$ cat config.mk
export PLATFORM = sky130hd
export DESIGN_NAME = padding_aware_batch_former_top
export DESIGN_NICKNAME = d
export VERILOG_FILES = /design/src/rtl/pabf_pkg.sv /design/src/rtl/pabf_front.sv /design/src/rtl/pabf_queue.sv /design/src/rtl/pabf_back.sv /design/src/rtl/padding_aware_batch_former_top.sv
export VERILOG_INCLUDE_DIRS = /design/src /design/src/rtl
export SDC_FILE = /design/constraint.sdc
export NUM_CORES = 1
export LEC_CHECK = 0
export BUFFER_PORTS_ARGS = -buffer_cell sky130_fd_sc_hd__buf_4
export CAP_MARGIN = 20
export CELL_PAD_IN_SITES_DETAIL_PLACEMENT = 0
export CELL_PAD_IN_SITES_GLOBAL_PLACEMENT = 1
export CORE_ASPECT_RATIO = 1.5
export CORE_MARGIN = 10
export CORE_UTILIZATION = 30
export CTS_BUF_LIST = sky130_fd_sc_hd__clkbuf_2 sky130_fd_sc_hd__clkbuf_4 sky130_fd_sc_hd__clkbuf_8
export DETAILED_ROUTE_END_ITERATION = 12
export GPL_ROUTABILITY_DRIVEN = 0
export HOLD_SLACK_MARGIN = 0.06
export PLACE_DENSITY_LB_ADDON = 0.1
export SLEW_MARGIN = 10
export SYNTH_ARGS = -nofsm -noshare
export SYNTH_HDL_FRONTEND = slang
export SYNTH_SLANG_ARGS = --single-unit
$ cat constraint.sdc
create_clock -name clk -period 9.8 [get_ports clk]
set_input_delay 0.98 -clock clk [delete_from_list [all_inputs] [get_ports clk]]
set_output_delay 0.98 -clock clk [all_outputs]
set_load 0.03 [all_outputs]
$ cat src/rtl/padding_aware_batch_former_top_macros.svh
// ----------------------------------------------------------------------------
// Assertion macros for the padding-aware batch former
// Shared checks written against clk with rst as the disable condition.
// ----------------------------------------------------------------------------
`ifndef PADDING_AWARE_BATCH_FORMER_TOP_MACROS_SVH
`define PADDING_AWARE_BATCH_FORMER_TOP_MACROS_SVH

// Check that a property holds at every clock edge outside reset
`define PABF_ASSERT(label, prop, msg) \
  label: assert property (@(posedge clk) disable iff (rst) (prop)) else $error(msg);

// Check that a condition never holds outside reset
`define PABF_ASSERT_NEVER(label, cond, msg) \
  label: assert property (@(posedge clk) disable iff (rst) !(cond)) else $error(msg);

`endif

$ cat src/rtl/pabf_pkg.sv
// ----------------------------------------------------------------------------
// pabf_pkg
// Widths, constants and shared types of the padding-aware batch former.
// ----------------------------------------------------------------------------
package pabf_pkg;

  localparam int LEN_W     = 16;
  localparam int COUNT_W   = 8;
  localparam int TOTAL_W   = 23;
  localparam int MAX_BATCH = 128;

  // Saturation value of the running token total
  localparam logic [TOTAL_W-1:0] TOTAL_MAX = {TOTAL_W{1'b1}};

  // Configuration port
  localparam int CFG_IDX_W  = 1;
  localparam int CFG_DATA_W = 16;
  localparam logic [CFG_IDX_W-1:0] CFG_BATCH_SIZE_LIMIT = 1'd0;
  localparam logic [CFG_IDX_W-1:0] CFG_LENGTH_LIMIT     = 1'd1;
  localparam logic [COUNT_W-1:0]   BATCH_SIZE_LIMIT_RST = 8'd8;
  localparam logic [LEN_W-1:0]     LENGTH_LIMIT_RST     = 16'd2048;

  // Queue between front and back
  localparam int QUEUE_DEPTH = 4;
  localparam int QPTR_W      = $clog2(QUEUE_DEPTH);
  localparam int QCNT_W      = $clog2(QUEUE_DEPTH + 1);

  // Padding test widths: 5*(total+len) against 4*(count+1)*max
  localparam int SUM_W  = TOTAL_W + 1;
  localparam int INC_W  = COUNT_W + 1;
  localparam int PROD_W = INC_W + LEN_W;
  localparam int CMP_W  = ((SUM_W + 3) > (PROD_W + 2)) ? (SUM_W + 3) : (PROD_W + 2);

  typedef enum logic {
    OP_REQUEST = 1'b0,
    OP_FLUSH   = 1'b1
  } op_t;

  // Classified request as it travels from front to back
  typedef struct packed {
    logic             flush;
    logic             len_over;
    logic [LEN_W-1:0] seq_len;
  } item_t;

  // One result as held for the receiver
  typedef struct packed {
    logic               accepted;
    logic               batch_closed;
    logic [COUNT_W-1:0] closed_count;
    logic [LEN_W-1:0]   closed_max_len;
    logic [TOTAL_W-1:0] closed_total;
  } result_t;

endpackage

$ cat src/rtl/pabf_front.sv
// ----------------------------------------------------------------------------
// pabf_front
// Input stage: captures a request, decodes the op and flags an
// over-limit length before handing it to the queue.
// ----------------------------------------------------------------------------
module pabf_front import pabf_pkg::*; (
  input  logic             clk,
  input  logic             rst,
  input  logic             push,
  output logic             full,
  input  logic             op,
  input  logic [LEN_W-1:0] seq_len,
  input  logic [LEN_W-1:0] length_limit,
  output logic             stage_valid,
  output item_t            stage_item,
  input  logic             q_ready
);

  logic  stage_valid_next;
  logic  take;
  item_t item_next;

  // Accept when the stage is empty or drains this cycle
  assign full = stage_valid && !q_ready;
  assign take = push && !full;
  assign stage_valid_next = take || (stage_valid && !q_ready);

  // Classify the incoming request
  always_comb begin
    item_next.flush    = (op_t'(op) == OP_FLUSH);
    item_next.len_over = (seq_len > length_limit);
    item_next.seq_len  = seq_len;
  end

  always_ff @(posedge clk) begin
    if (rst) begin
      stage_valid <= 1'b0;
    end else begin
      stage_valid <= stage_valid_next;
    end
  end

  // Hold the payload unless a new request is taken
  always_ff @(posedge clk) begin
    if (take) begin
      stage_item <= item_next;
    end
  end

endmodule

$ cat src/rtl/pabf_queue.sv
// ----------------------------------------------------------------------------
// pabf_queue
// Short FIFO of classified requests between the front and back stages.
// ----------------------------------------------------------------------------
module pabf_queue import pabf_pkg::*; (
  input  logic  clk,
  input  logic  rst,
  input  logic  in_valid,
  input  item_t in_item,
  output logic  in_ready,
  output logic  out_valid,
  output item_t out_item,
  input  logic  out_take
);

  item_t             slots [QUEUE_DEPTH];
  logic [QPTR_W-1:0] wr_ptr;
  logic [QPTR_W-1:0] rd_ptr;
  logic [QCNT_W-1:0] count;
  logic [QCNT_W-1:0] count_next;
  logic              wr_en;
  logic              rd_en;

  assign in_ready  = (count != QCNT_W'(QUEUE_DEPTH));
  assign out_valid = (count != '0);
  assign out_item  = slots[rd_ptr];
  assign wr_en     = in_valid && in_ready;
  assign rd_en     = out_take && out_valid;

  always_comb begin
    count_next = count;
    if (wr_en && !rd_en) begin
      count_next = count + QCNT_W'(1);
    end else if (rd_en && !wr_en) begin
      count_next = count - QCNT_W'(1);
    end
  end

  // Advance pointers and occupancy
  always_ff @(posedge clk) begin
    if (rst) begin
      wr_ptr <= '0;
      rd_ptr <= '0;
      count  <= '0;
    end else begin
      count <= count_next;
      if (wr_en) begin
        wr_ptr <= wr_ptr + QPTR_W'(1);
      end
      if (rd_en) begin
        rd_ptr <= rd_ptr + QPTR_W'(1);
      end
    end
  end

  // Store the incoming request
  always_ff @(posedge clk) begin
    if (wr_en) begin
      slots[wr_ptr] <= in_item;
    end
  end

endmodule

$ cat src/rtl/pabf_back.sv
// ----------------------------------------------------------------------------
// pabf_back
// Admission unit: keeps the open batch, runs the size, length and padding
// tests on each request and registers one result per request.
// ----------------------------------------------------------------------------
module pabf_back import pabf_pkg::*; (
  input  logic               clk,
  input  logic               rst,
  input  logic               in_valid,
  input  item_t              in_item,
  output logic               in_take,
  input  logic [COUNT_W-1:0] size_limit,
  input  logic [LEN_W-1:0]   length_limit,
  input  logic               pop,
  output logic               res_valid,
  output result_t            res
);

  logic [COUNT_W-1:0] open_count;
  logic [LEN_W-1:0]   open_max_len;
  logic [TOTAL_W-1:0] open_total;
  logic [COUNT_W-1:0] open_count_next;
  logic [LEN_W-1:0]   open_max_len_next;
  logic [TOTAL_W-1:0] open_total_next;
  logic               res_valid_next;
  result_t            res_next;

  logic [LEN_W-1:0]   new_max;
  logic [SUM_W-1:0]   sum;
  logic [TOTAL_W-1:0] sum_sat;
  logic [INC_W-1:0]   count_inc;
  logic [COUNT_W-1:0] add_count;
  logic [PROD_W-1:0]  prod;
  logic [CMP_W-1:0]   lhs;
  logic [CMP_W-1:0]   rhs;
  logic               fits;
  logic               batch_open;

  // Take a request when the result register is free or drains this cycle
  assign in_take = in_valid && (!res_valid || pop);

  // Candidate batch after adding the request
  assign batch_open = (open_count != '0);
  assign new_max    = (in_item.seq_len > open_max_len) ? in_item.seq_len : open_max_len;
  assign sum        = SUM_W'(open_total) + SUM_W'(in_item.seq_len);
  assign sum_sat    = sum[SUM_W-1] ? TOTAL_MAX : sum[TOTAL_W-1:0];
  assign count_inc  = INC_W'(open_count) + INC_W'(1);
  assign add_count  = count_inc[COUNT_W-1:0];
  assign prod       = PROD_W'(count_inc) * PROD_W'(new_max);
  assign lhs        = (CMP_W'(sum) << 2) + CMP_W'(sum);
  assign rhs        = CMP_W'(prod) << 2;

  // Admission tests on a non-empty batch
  assign fits = (open_count < size_limit) && !in_item.len_over &&
                (open_max_len <= length_limit) && (new_max != '0) && (lhs >= rhs);

  always_comb begin
    open_count_next   = open_count;
    open_max_len_next = open_max_len;
    open_total_next   = open_total;
    res_valid_next    = res_valid && !pop;
    res_next          = res;
    if (in_take) begin
      res_valid_next = 1'b1;
      res_next       = '0;
      if (in_item.flush || (batch_open && !fits)) begin
        // Close the open batch; a refused request is dropped for requeue
        if (batch_open) begin
          res_next.batch_closed   = 1'b1;
          res_next.closed_count   = open_count;
          res_next.closed_max_len = open_max_len;
          res_next.closed_total   = open_total;
        end
        open_count_next   = '0;
        open_max_len_next = '0;
        open_total_next   = '0;
      end else begin
        res_next.accepted = 1'b1;
        if (add_count >= size_limit) begin
          // Batch filled to the size limit: close it with this request
          res_next.batch_closed   = 1'b1;
          res_next.closed_count   = add_count;
          res_next.closed_max_len = new_max;
          res_next.closed_total   = sum_sat;
          open_count_next         = '0;
          open_max_len_next       = '0;
          open_total_next         = '0;
        end else begin
          open_count_next   = add_count;
          open_max_len_next = new_max;
          open_total_next   = sum_sat;
        end
      end
    end
  end

  always_ff @(posedge clk) begin
    if (rst) begin
      open_count   <= '0;
      open_max_len <= '0;
      open_total   <= '0;
      res_valid    <= 1'b0;
    end else begin
      open_count   <= open_count_next;
      open_max_len <= open_max_len_next;
      open_total   <= open_total_next;
      res_valid    <= res_valid_next;
    end
  end

  always_ff @(posedge clk) begin
    res <= res_next;
  end

endmodule

$ cat src/rtl/padding_aware_batch_former_top.sv
// ----------------------------------------------------------------------------
// padding_aware_batch_former_top
// Forms batches of requests under size, length and 20 percent padding limits.
// ----------------------------------------------------------------------------
// Input channel: push/full. Each request carries op (request or flush) and
// seq_len. Result channel: empty/pop; exactly one result per request, in
// order, with accepted, batch_closed and the closed batch's count, longest
// length and token total (all zero when nothing closes).
// Config channel: cfg_valid/cfg_ready with cfg_index 0 = batch_size_limit,
// 1 = length_limit; cfg_ready is always high. Write only while idle.
// A request passes the input stage, the queue and the result register, in
// that order, before it is visible on the result ports.
// Throughput: one request per cycle while the receiver keeps up; the
// open-batch update and the 9x16-bit padding multiply with its compare are combinational.
// Reset empties the input stage, the 4-entry queue and the result register,
// clears the open batch and restores the limits to 8 and 2048.
// When the receiver stalls, the result register holds, the queue fills
// behind it and full rises once the queue and input stage are occupied.
// ----------------------------------------------------------------------------
`include "padding_aware_batch_former_top_macros.svh"

module padding_aware_batch_former_top import pabf_pkg::*; (
  input  logic                  clk,
  input  logic                  rst,
  input  logic                  push,
  output logic                  full,
  input  logic                  op,
  input  logic [LEN_W-1:0]      seq_len,
  output logic                  empty,
  input  logic                  pop,
  output logic                  accepted,
  output logic                  batch_closed,
  output logic [COUNT_W-1:0]    closed_count,
  output logic [LEN_W-1:0]      closed_max_len,
  output logic [TOTAL_W-1:0]    closed_total,
  input  logic                  cfg_valid,
  output logic                  cfg_ready,
  input  logic [CFG_IDX_W-1:0]  cfg_index,
  input  logic [CFG_DATA_W-1:0] cfg_data
);

  logic [COUNT_W-1:0] batch_size_limit;
  logic [LEN_W-1:0]   length_limit;
  logic [COUNT_W-1:0] size_limit;
  logic               stage_valid;
  item_t              stage_item;
  logic               q_ready;
  logic               q_valid;
  item_t              q_item;
  logic               q_take;
  logic               res_valid;
  result_t            res;

  // Configuration registers
  assign cfg_ready = 1'b1;

  always_ff @(posedge clk) begin
    if (rst) begin
      batch_size_limit <= BATCH_SIZE_LIMIT_RST;
      length_limit     <= LENGTH_LIMIT_RST;
    end else if (cfg_valid && cfg_ready) begin
      case (cfg_index)
        CFG_BATCH_SIZE_LIMIT: batch_size_limit <= cfg_data[COUNT_W-1:0];
        CFG_LENGTH_LIMIT:     length_limit     <= cfg_data[LEN_W-1:0];
        default: ;
      endcase
    end
  end

  // Clamp the size limit into 1..MAX_BATCH
  always_comb begin
    if (batch_size_limit == '0) begin
      size_limit = COUNT_W'(1);
    end else if (batch_size_limit > COUNT_W'(MAX_BATCH)) begin
      size_limit = COUNT_W'(MAX_BATCH);
    end else begin
      size_limit = batch_size_limit;
    end
  end

  pabf_front u_front (
    .clk          (clk),
    .rst          (rst),
    .push         (push),
    .full         (full),
    .op           (op),
    .seq_len      (seq_len),
    .length_limit (length_limit),
    .stage_valid  (stage_valid),
    .stage_item   (stage_item),
    .q_ready      (q_ready)
  );

  pabf_queue u_queue (
    .clk       (clk),
    .rst       (rst),
    .in_valid  (stage_valid),
    .in_item   (stage_item),
    .in_ready  (q_ready),
    .out_valid (q_valid),
    .out_item  (q_item),
    .out_take  (q_take)
  );

  pabf_back u_back (
    .clk          (clk),
    .rst          (rst),
    .in_valid     (q_valid),
    .in_item      (q_item),
    .in_take      (q_take),
    .size_limit   (size_limit),
    .length_limit (length_limit),
    .pop          (pop),
    .res_valid    (res_valid),
    .res          (res)
  );

  assign empty          = !res_valid;
  assign accepted       = res.accepted;
  assign batch_closed   = res.batch_closed;
  assign closed_count   = res.closed_count;
  assign closed_max_len = res.closed_max_len;
  assign closed_total   = res.closed_total;

  // A closed batch always holds at least one request and never more than the cap
  `PABF_ASSERT(a_closed_nonempty,
    (!empty && batch_closed) |-> (closed_count != '0 && closed_count <= COUNT_W'(MAX_BATCH)),
    "closed batch count out of range")
  // Without a close the batch fields read zero
  `PABF_ASSERT(a_open_fields_zero,
    (!empty && !batch_closed) |->
      (closed_count == '0 && closed_max_len == '0 && closed_total == '0),
    "batch fields set without a close")
  // The back stage never takes a request while a stalled result is held
  `PABF_ASSERT_NEVER(a_no_overwrite, q_take && res_valid && !pop, "result overwritten while stalled")

endmodule
Yosys cells after proc, flatten, opt, wreduce, memory -nomap -nowiden. Memory sizes are Yosys's and may differ from the RTL's. A register that Yosys moved wholly into a read port is not among the register bits. Cells that the tools add are included.

$add $sub $neg: 7. Multipliers: 1. Order comparisons: 7. Equality and inequality tests: 1. Mux-type cells: 21. Bitwise gates (word level): 1. Reduce and logical (&&, ||, !) cells: 31.

Operators by type and width (count): 2-to-1 mux 48 bit (3); 2-to-1 mux 23 bit (3); 2-to-1 mux 16 bit (3); greater-than comparator 16 bit (2); 2-to-1 mux 8 bit (4); adder 26 x 24 -> 27 bit (1); greater-or-equal comparator 27 bit (1); multiplier 9 x 16 -> 25 bit (1); adder 23 x 16 -> 24 bit (1); less-or-equal comparator 16 bit (1); nonzero test 16 bit (1); logical AND 1 bit (13); adder 8 x 1 -> 9 bit, second input constant (1); greater-or-equal comparator 8 bit (1); greater-than comparator 8 bit, second input constant (1); logical NOT 1 bit (8); logical NOT 8 bit (1); < comparator 8 bit (1); nonzero test 8 bit (1); 2-to-1 mux 3 bit (2); adder 2 x 1 -> 2 bit, second input constant (2); 2-to-1 mux 1 bit (4); 2-to-1 mux 2 bit (2); AND reduction 2 bit (2); 7 further kinds (9).

Flip-flop bits (word level): 147. Memory bits (writable): 72. Input bits: 39. Output and inout port bits: 52. Logic and storage cells: 88. Memories: 1.

Memories: u_queue.slots (words 4, width 18, read ports 1, clocked after Yosys merged registers in 1, wr ports 1, RTL line pabf_queue.sv:16) `item_t slots [QUEUE_DEPTH];`.

Depth between registers and ports, before layout. Gate-level depths: netlist of the first run.

Depth after elaboration: 12. Depth in mapped cells: 43.

Hierarchy. A second synthesis of the first run with hierarchy kept.

Cells, all modules: 1757. Area, all modules: 17311.6 um^2.

By module, submodules not included: pabf_back (instances 1, cells each 1416, area an instance 12236.7 um^2); pabf_queue (instances 1, cells each 142, area an instance 3119.2 um^2); pabf_front (instances 1, cells each 78, area an instance 988.4 um^2); padding_aware_batch_former_top (instances 1, cells each 121, area an instance 967.2 um^2).

Least setup slack after synthesis of the first run. Ideal clock, no wire load.

Path kind: reg-to-reg. From: reg (tool-made name). To: reg u_back.res[16] (netlist name). Setup time: 0.267 ns. Arrival time: 9.430 ns. Required time: 9.533 ns. Setup slack: 0.103 ns. Cell stages (with the launch flop): 41. Clock period less this slack: 9.697 ns. Path through: dfxtp_1 -> buf_6 -> buf_6 -> mux4_2 -> ha_1 -> a211oi_1 -> o211ai_1 -> a211oi_1 -> o221ai_1 -> nand2_1 -> clkbuf_1 -> mux2i_1 -> clkbuf_1 -> or2_2 -> fa_1 -> fa_1 -> inv_1 -> fa_1 -> [5 not listed] -> o211ai_1 -> a31oi_1 -> o21bai_1 -> and2_1 -> o41ai_1 -> xor2_1 -> ha_1 -> nand2_1 -> nor3_1 -> nand2_1 -> a31oi_1 -> o21ai_1 -> or4b_4 -> o21a_1 -> clkbuf_1 -> buf_6 -> a2bb2oi_1 -> o21ai_0.

==> results of run 1 <==
final timing paths:
| check | from | to | cells past startpoint |
|---|---|---|---|
| min reg2reg | length_limit[1] | length_limit[1] | 2 |
| max | flip-flop | u_back.open_total[19] | 42 |
| max reg2reg | flip-flop | u_back.open_total[19] | 42 |
| min | length_limit[1] | length_limit[1] | 2 |
cell usage after synthesis, types with 9 or more instances:
master and number:
ha_1 180, mux4_2 18, o21ai_0 79, a22oi_1 14
and3_1 9, fa_1 102, xor2_1 23, clkbuf_1 52
and2_1 10, mux2i_1 20, nand3b_1 15, xnor2_1 44
a211oi_1 19, dfxtp_1 82, a21oi_1 112, nor2_1 207
edfxtp_1 139, o21a_1 19, nand2_1 184, a31oi_1 9
nand2b_1 31, a21o_1 23, o31ai_1 11, nor3_1 20
nor2b_1 24, inv_1 169, o21bai_1 9, or2_2 16
nand3_1 31, nor4_1 15
repair_timing:
item / 4_1_cts / 5_1_grt
endpoints found under the setup margin: 95 / 96
pin swaps: 10 / 77
gates cloned: 1 / 3
buffers inserted: 5 / 14
gates resized for setup: 32 / 132
sequential cells by signal (all words and copies together), names as in the netlist, named ones only:
signal,flops
batch_size_limit,8
length_limit,16
u_back.open_count,8
u_back.open_max_len,16
u_back.open_total,23
u_back.res,49
u_back.res_valid,1
u_front.stage_item,18
u_front.stage_valid,1
u_queue.count,3
u_queue.rd_ptr,2
u_queue.slots,72
u_queue.wr_ptr,2
power groups by stage:
stage          Combinational, mW  Sequential, mW  Clock (mW)
6_report                    5.90            1.34       0.884
5_1_grt                     6.57            1.36       0.959
4_1_cts                     5.57            1.34       0.920
3_5_place_dp                5.46            1.36           0
3_3_place_gp                5.40            1.36           0
2_1_floorplan               3.26            1.54           0
per-layer routing:
| layer | global-route usage, % | vias up |
|---|---|---|
| met5 | 0 | - |
| met4 | 5.83 | 0 |
| met3 | 2.16 | 91 |
| met2 | 33.4 | 244 |
| met1 | 18.1 | 6683 |
| li1 | - | 6626 |
area by class of cell:
class | count | area [um2]
inverter | 172 | 647
tap | 763 | 955
fill | 5742 | 35200
antenna | 1 | 2.50
multi-input combinational | 1318 | 11000
clock buffer | 55 | 657
timing repair buffer | 265 | 2250
sequential | 221 | 5820
clock inverter | 15 | 125
worst max-delay path: cells and delay by family (launching register included):
| family | cells | cell delay [ns] |
|---|---|---|
| compound gates | 11 | 2.13 |
| fa+ha+maj | 7 | 2.75 |
| buf+inv | 11 | 1.14 |
| mux | 2 | 0.73 |
| simple gates | 10 | 2.23 |
| xor+xnor | 1 | 0.17 |
| flops | 1 | 0.41 |
metrics by stage:
stage / total power [mW] / worst slack (ns) / area, um2
after floorplan: 4.80 / 0.103 / 17100
after global placement: 6.76 / -0.168 / 19700
after detailed placement: 6.82 / -0.346 / 19700
after CTS: 7.84 / 0.00971 / 20600
after global routing: 8.89 / -0.263 / 21400
final: 8.13 / 0.164 / 21400
cell families after synthesis:
kind of cell,Yosys count
adder cells (fa/ha/maj),282
XOR/XNOR,67
flip-flops,221
multiplexers,42
AO/OA/AOI/OAI,337
AND/OR/NAND/NOR,589
buffers and inverters,242
other,1
==> impl_metrics.py, run 1 <==
metrics = {
    "final_layout": {
        "drive_above_1_share_pct": 23.2,
        "fin_cells": 2810,
        "utilization_pct": 37.8,
        "layout_commonest_cell": "buf_4",
        "area_growth_pct": 25.3,
        "layout.nets": 2337,
        "layout_common_cells": "buf_4 (239), nor2_1 (204), nand2_1 (178)",
    },
    "power": {
        "comb_power_share_pct": 72.6,
        "p_switching_mw": 3.96,
        "powerDensity_nw_per_um2": 379,
        "ir_worst_vdd_mv": 0.169,
        "p_leak_nw": 9.15,
        "swShare_pct": 48.7,
        "power_frac_seq_pct": 16.5,
        "pwr-share-clk_pct": 10.9,
        "internal-power_mw": 4.17,
    },
    "logic_synthesis": {
        "ys_seq_area_share_pct": 34.0,
        "avgSynthCellArea_um2": 9.60,
        "netlist_area_um2": 17100,
        "yosys.area_share.adder_pct": 25.1,
        "synth_edf_count": 139,
        "yosys_warnings": 0,
        "synth.area.top_cells": "edfxtp_1 (24%), ha_1 (13%), fa_1 (12%)",
        "synth_compound_area_share_pct": 12.3,
        "ys_ff_latch": 221,
        "synth_cells": 1781,
        "synthXorXnorAreaFrac_pct": 3.43,
        "yosys.area.top_type": "edfxtp_1",
        "synth-simple-area-share_pct": 15.7,
        "ys.flop_type": "edfxtp_1",
        "synth_nets": 2102,
        "synth_top_family_by_area": "adder cells",
        "postSynth.asyncResetShare_pct": 0,
        "synth_top_area_share_pct": 24.4,
        "synth_mux_area_share_pct": 3.80,
        "synth_cell_type_count": 75,
    },
    "floorplan": {
        "die-area_um2": 67200,
        "placementRows": 107,
        "core_area_um2": 56600,
        "die_h_um": 312,
        "start_util_pct": 30.2,
        "pin_count": 91,
        "die_x_um": 215,
    },
    "worst_hold_path": {
        "holdCritPathClass": "reg -> reg",
    },
    "detailed_routing": {
        "drt-met1-wl_um": 22400,
        "maxUsedRoutingLayer": "met4",
        "met3_length_um": 1760,
        "ant_nets": 0,
        "drc": 0,
        "vias_per_cell": 4.86,
        "wl_per_cell_um": 20.7,
        "drt_pass1_iterations": 5,
        "drtIter0Drc": 612,
        "totalWireLength_um": 58100,
        "routed-wl-met2_um": 32100,
        "vias": 13600,
    },
    "timing": {
        "fmax_mhz": 104,
        "finalClockSkew_ns": 0.0459,
        "holdWs_ns": 0.456,
        "finalSetupViolCount": 0,
        "slew-limit-headroom_pct": 26.5,
        "post-route-period-util_pct": 98.3,
        "hold_viol_final": 0,
        "tns_ns": 0,
        "rsz0062_at_grt": "yes",
        "finalMaxSlewViolations": 0,
        "fin_crit_ns": 9.64,
        "tightest_slew_ns": 1.10,
    },
    "critical_path": {
        "r2r_setup_slack_ns": 0.16,
        "slowest_delay_ns": 0.59,
        "crit_type": "reg -> reg",
        "worstPathMaxFanout": 5,
        "cp-end-kind": "flip-flop",
        "cp.arrival_ns": 10.19,
        "start_kind": "flip-flop",
        "cp_slowest_cell": "or4b_4",
        "crit_required_ns": 10.36,
    },
    "place": {
        "dp.cells": 2715,
        "numPortBuffers": 89,
        "dp_hpwl_um": 45600,
    },
    "global_routing": {
        "grt_overflow": 0,
        "grt_antenna_before_repair": 1,
        "grt_pass1_wl_um": 88000,
        "grt_pass1_vias": 14600,
        "grt_max_degree": 76,
        "grt_usage_pct": 17.0,
    },
    "clock_network": {
        "postCtsHoldBufs": 0,
        "cts_buffers": 38,
        "clk_latency_ns": 0.63,
        "clock_path_buffers": 3,
        "path_clk_slew_ns": 0.06,
        "htreeDepth": 2,
        "clock-sinks": 221,
        "cts_tree": "built",
        "clockRootBuffer": "clkbuf_8",
    },
    "status": {
        "status": "finished clean",
    },
    "job": {
        "cap_violations": 0,
    },
}
No activity file was read; power rests on OpenSTA's default activity.
==> run 2: changes to the inputs <==
--- a/config.mk
+++ b/config.mk
@@ -12,7 +12,7 @@
 export CELL_PAD_IN_SITES_GLOBAL_PLACEMENT = 1
 export CORE_ASPECT_RATIO = 1.5
 export CORE_MARGIN = 10
-export CORE_UTILIZATION = 30
+export CORE_UTILIZATION = 46
 export CTS_BUF_LIST = sky130_fd_sc_hd__clkbuf_2 sky130_fd_sc_hd__clkbuf_4 sky130_fd_sc_hd__clkbuf_8
 export DETAILED_ROUTE_END_ITERATION = 12
 export GPL_ROUTABILITY_DRIVEN = 0
==> constraint.sdc (replaced) <==
create_clock -name clk -period 8.5 [get_ports clk]
set_input_delay 0.85 -clock clk [delete_from_list [all_inputs] [get_ports clk]]
set_output_delay 0.85 -clock clk [all_outputs]
set_load 0.03 [all_outputs]
==> run 2 against run 1 <==
The flow now finishes with violations (negative setup slack). Fmax rose by 2.6%. Clock power rose by 17%. Cell count fell by 8.2%. Total power rose by 23%. Global-route usage rose by 5.7 points. Non-clock buffer count rose by 53. Critical path depth did not move. Clock skew rose by 0.016 ns. Combinational power rose by 26%. Sequential power rose by 16%.
==> impl_metrics.py, run 2 (synthesized netlist as in run 1, its figures left out) <==
metrics = {
    "status": {
        "status": "finished with violations",
        "violations": "negative setup slack",
    },
    "clock_network": {
        "cts_tree": "built",
        "postCtsHoldBufs": 0,
        "clockRootBuffer": "clkbuf_8",
        "clk_latency_ns": 0.60,
        "path_clk_slew_ns": 0.07,
        "htreeDepth": 2,
        "cts_buffers": 36,
        "clock-sinks": 221,
        "clock_path_buffers": 3,
    },
    "critical_path": {
        "worstPathMaxFanout": 8,
        "cp-end-kind": "flip-flop",
        "crit_type": "reg -> reg",
        "slowest_delay_ns": 0.62,
        "crit_required_ns": 8.95,
        "start_kind": "flip-flop",
        "critPathMostFrequentCell": "fa_1",
        "cp.arrival_ns": 9.84,
        "cp_slowest_cell": "or4b_4",
    },
    "global_routing": {
        "globalRouteMet3Util_pct": 2.68,
        "grt_overflow": 0,
        "grt_pass1_wl_um": 80900,
        "grt_max_degree": 83,
        "grt_usage_pct": 22.7,
        "use_met1_pct": 25.3,
        "grt_pass1_vias": 14600,
        "grt.busiest_layer": "met2",
        "grt_antenna_before_repair": 1,
        "grt_use_met2_pct": 42.1,
    },
    "detailed_routing": {
        "drc": 0,
        "vias": 14000,
        "vias_per_cell": 5.44,
        "drt_pass1_iterations": 5,
        "ant_nets": 0,
        "drtIter0Drc": 722,
        "totalWireLength_um": 52600,
        "wl_per_cell_um": 20.4,
    },
    "floorplan": {
        "die-area_um2": 45500,
        "placementRows": 86,
        "pin_count": 91,
        "core_area_um2": 36800,
        "die_h_um": 256,
        "start_util_pct": 46.5,
        "die_x_um": 177,
    },
    "timing": {
        "finalWorstSetupSlack_ns": -0.894,
        "fin_crit_ns": 9.39,
        "slew-limit-headroom_pct": 33.7,
        "finalClockSkew_ns": 0.0620,
        "finalSetupViolCount": 96,
        "fmax_mhz": 106,
        "tns_ns": -70.13,
        "rsz0062_at_grt": "yes",
        "post-route-period-util_pct": 111,
        "hold_viol_final": 0,
        "tightest_slew_ns": 0.995,
        "finalMaxSlewViolations": 0,
    },
    "final_layout": {
        "layout_commonest_cell": "buf_4",
        "drive_above_1_share_pct": 28.8,
        "largest_reg_flops": 72,
        "fill_cells": 3230,
        "largestRegisters": "u_queue.slots (72), u_back.res (49), u_back.open_total (23)",
        "area_growth_pct": 29.0,
        "final_area_um2": 22100,
        "layout.nets": 2389,
        "largest-register": "u_queue.slots",
        "layout_common_cells": "buf_4 (271), nor2_1 (204), inv_1 (163)",
    },
    "power": {
        "p_leak_nw": 9.68,
        "ir_worst_vdd_mv": 0.457,
        "powerDensity_nw_per_um2": 455,
        "finalPower_mw": 10.0,
    },
    "place": {
        "numPortBuffers": 89,
        "dp_slack_ns": -1.21,
        "dp_hpwl_um": 40400,
        "place_area_um2": 19800,
    },
    "worst_hold_path": {
        "holdCritPathClass": "reg -> reg",
    },
    "job": {
        "cap_violations": 0,
    },
}
run 2: path summary, 6_finish.rpt:
kind | startpoint | endpoint | slack, ns | depth (start not counted)
worst min register to register | length_limit[13] | length_limit[13] | 0.46 | 2
worst min-delay path | length_limit[13] | length_limit[13] | 0.46 | 2
worst max register to register | flip-flop | u_back.open_count[5] | -0.89 | 42
worst max-delay path | flip-flop | u_back.open_count[5] | -0.89 | 42
run 2: worst max-delay path: cells and delay by family (launching register included):
kind	cells	cell delay, ns
adders and majority gates	7	2.85
AOI/OAI and AO/OA	12	2.19
and+or+nand+nor	9	1.65
buffers and inverters	11	1.39
muxes	2	0.74
DFF	1	0.40
xor gates and xnor gates	1	0.09
run 2: routing by layer:
metal	vias up	wire (um)
met2	330	28500
met3	114	1970
met5	-	0
met4	0	2130
met1	6867	19900
li1	6733	-
run 2: cell type report:
| cell class | instances | area [um2] | share of cell area, % |
|---|---|---|---|
| sequential | 221 | 5820 | 26.4 |
| clock buffer | 47 | 603 | 2.73 |
| antenna | 1 | 2.50 | 0.0113 |
| multi-input combinational | 1319 | 11400 | 51.9 |
| inverter | 172 | 647 | 2.93 |
| clock inverter | 18 | 181 | 0.822 |
| timing repair buffer | 318 | 2760 | 12.5 |
| tap | 484 | 606 | 2.74 |
run 2: report_power, final:
group / leakage (nW) / switching [mW] / internal [mW]
logic: 7.30 / 4.14 / 3.31
clock network: 0.391 / 0.471 / 0.561
registers: 1.99 / 0.138 / 1.41
total: 9.68 / 4.75 / 5.28
run 2: repair_timing:
action / in CTS / in global routing
pin swaps: 25 / 68
resized for setup: 89 / 182
buffers inserted: 23 / 21
setup endpoints to repair: 96 / 96
cloned: 4 / 3
run 2: per-stage QoR:
step           instances  hold slack, ns  utilization, %
6_report            2580           0.455            60.0
5_1_grt             2580           0.456            60.0
4_1_cts             2562           0.442            57.9
3_5_place_dp        2470           0.448            53.7
3_3_place_gp        2470           0.444            53.7
2_1_floorplan       1781           0.436               -
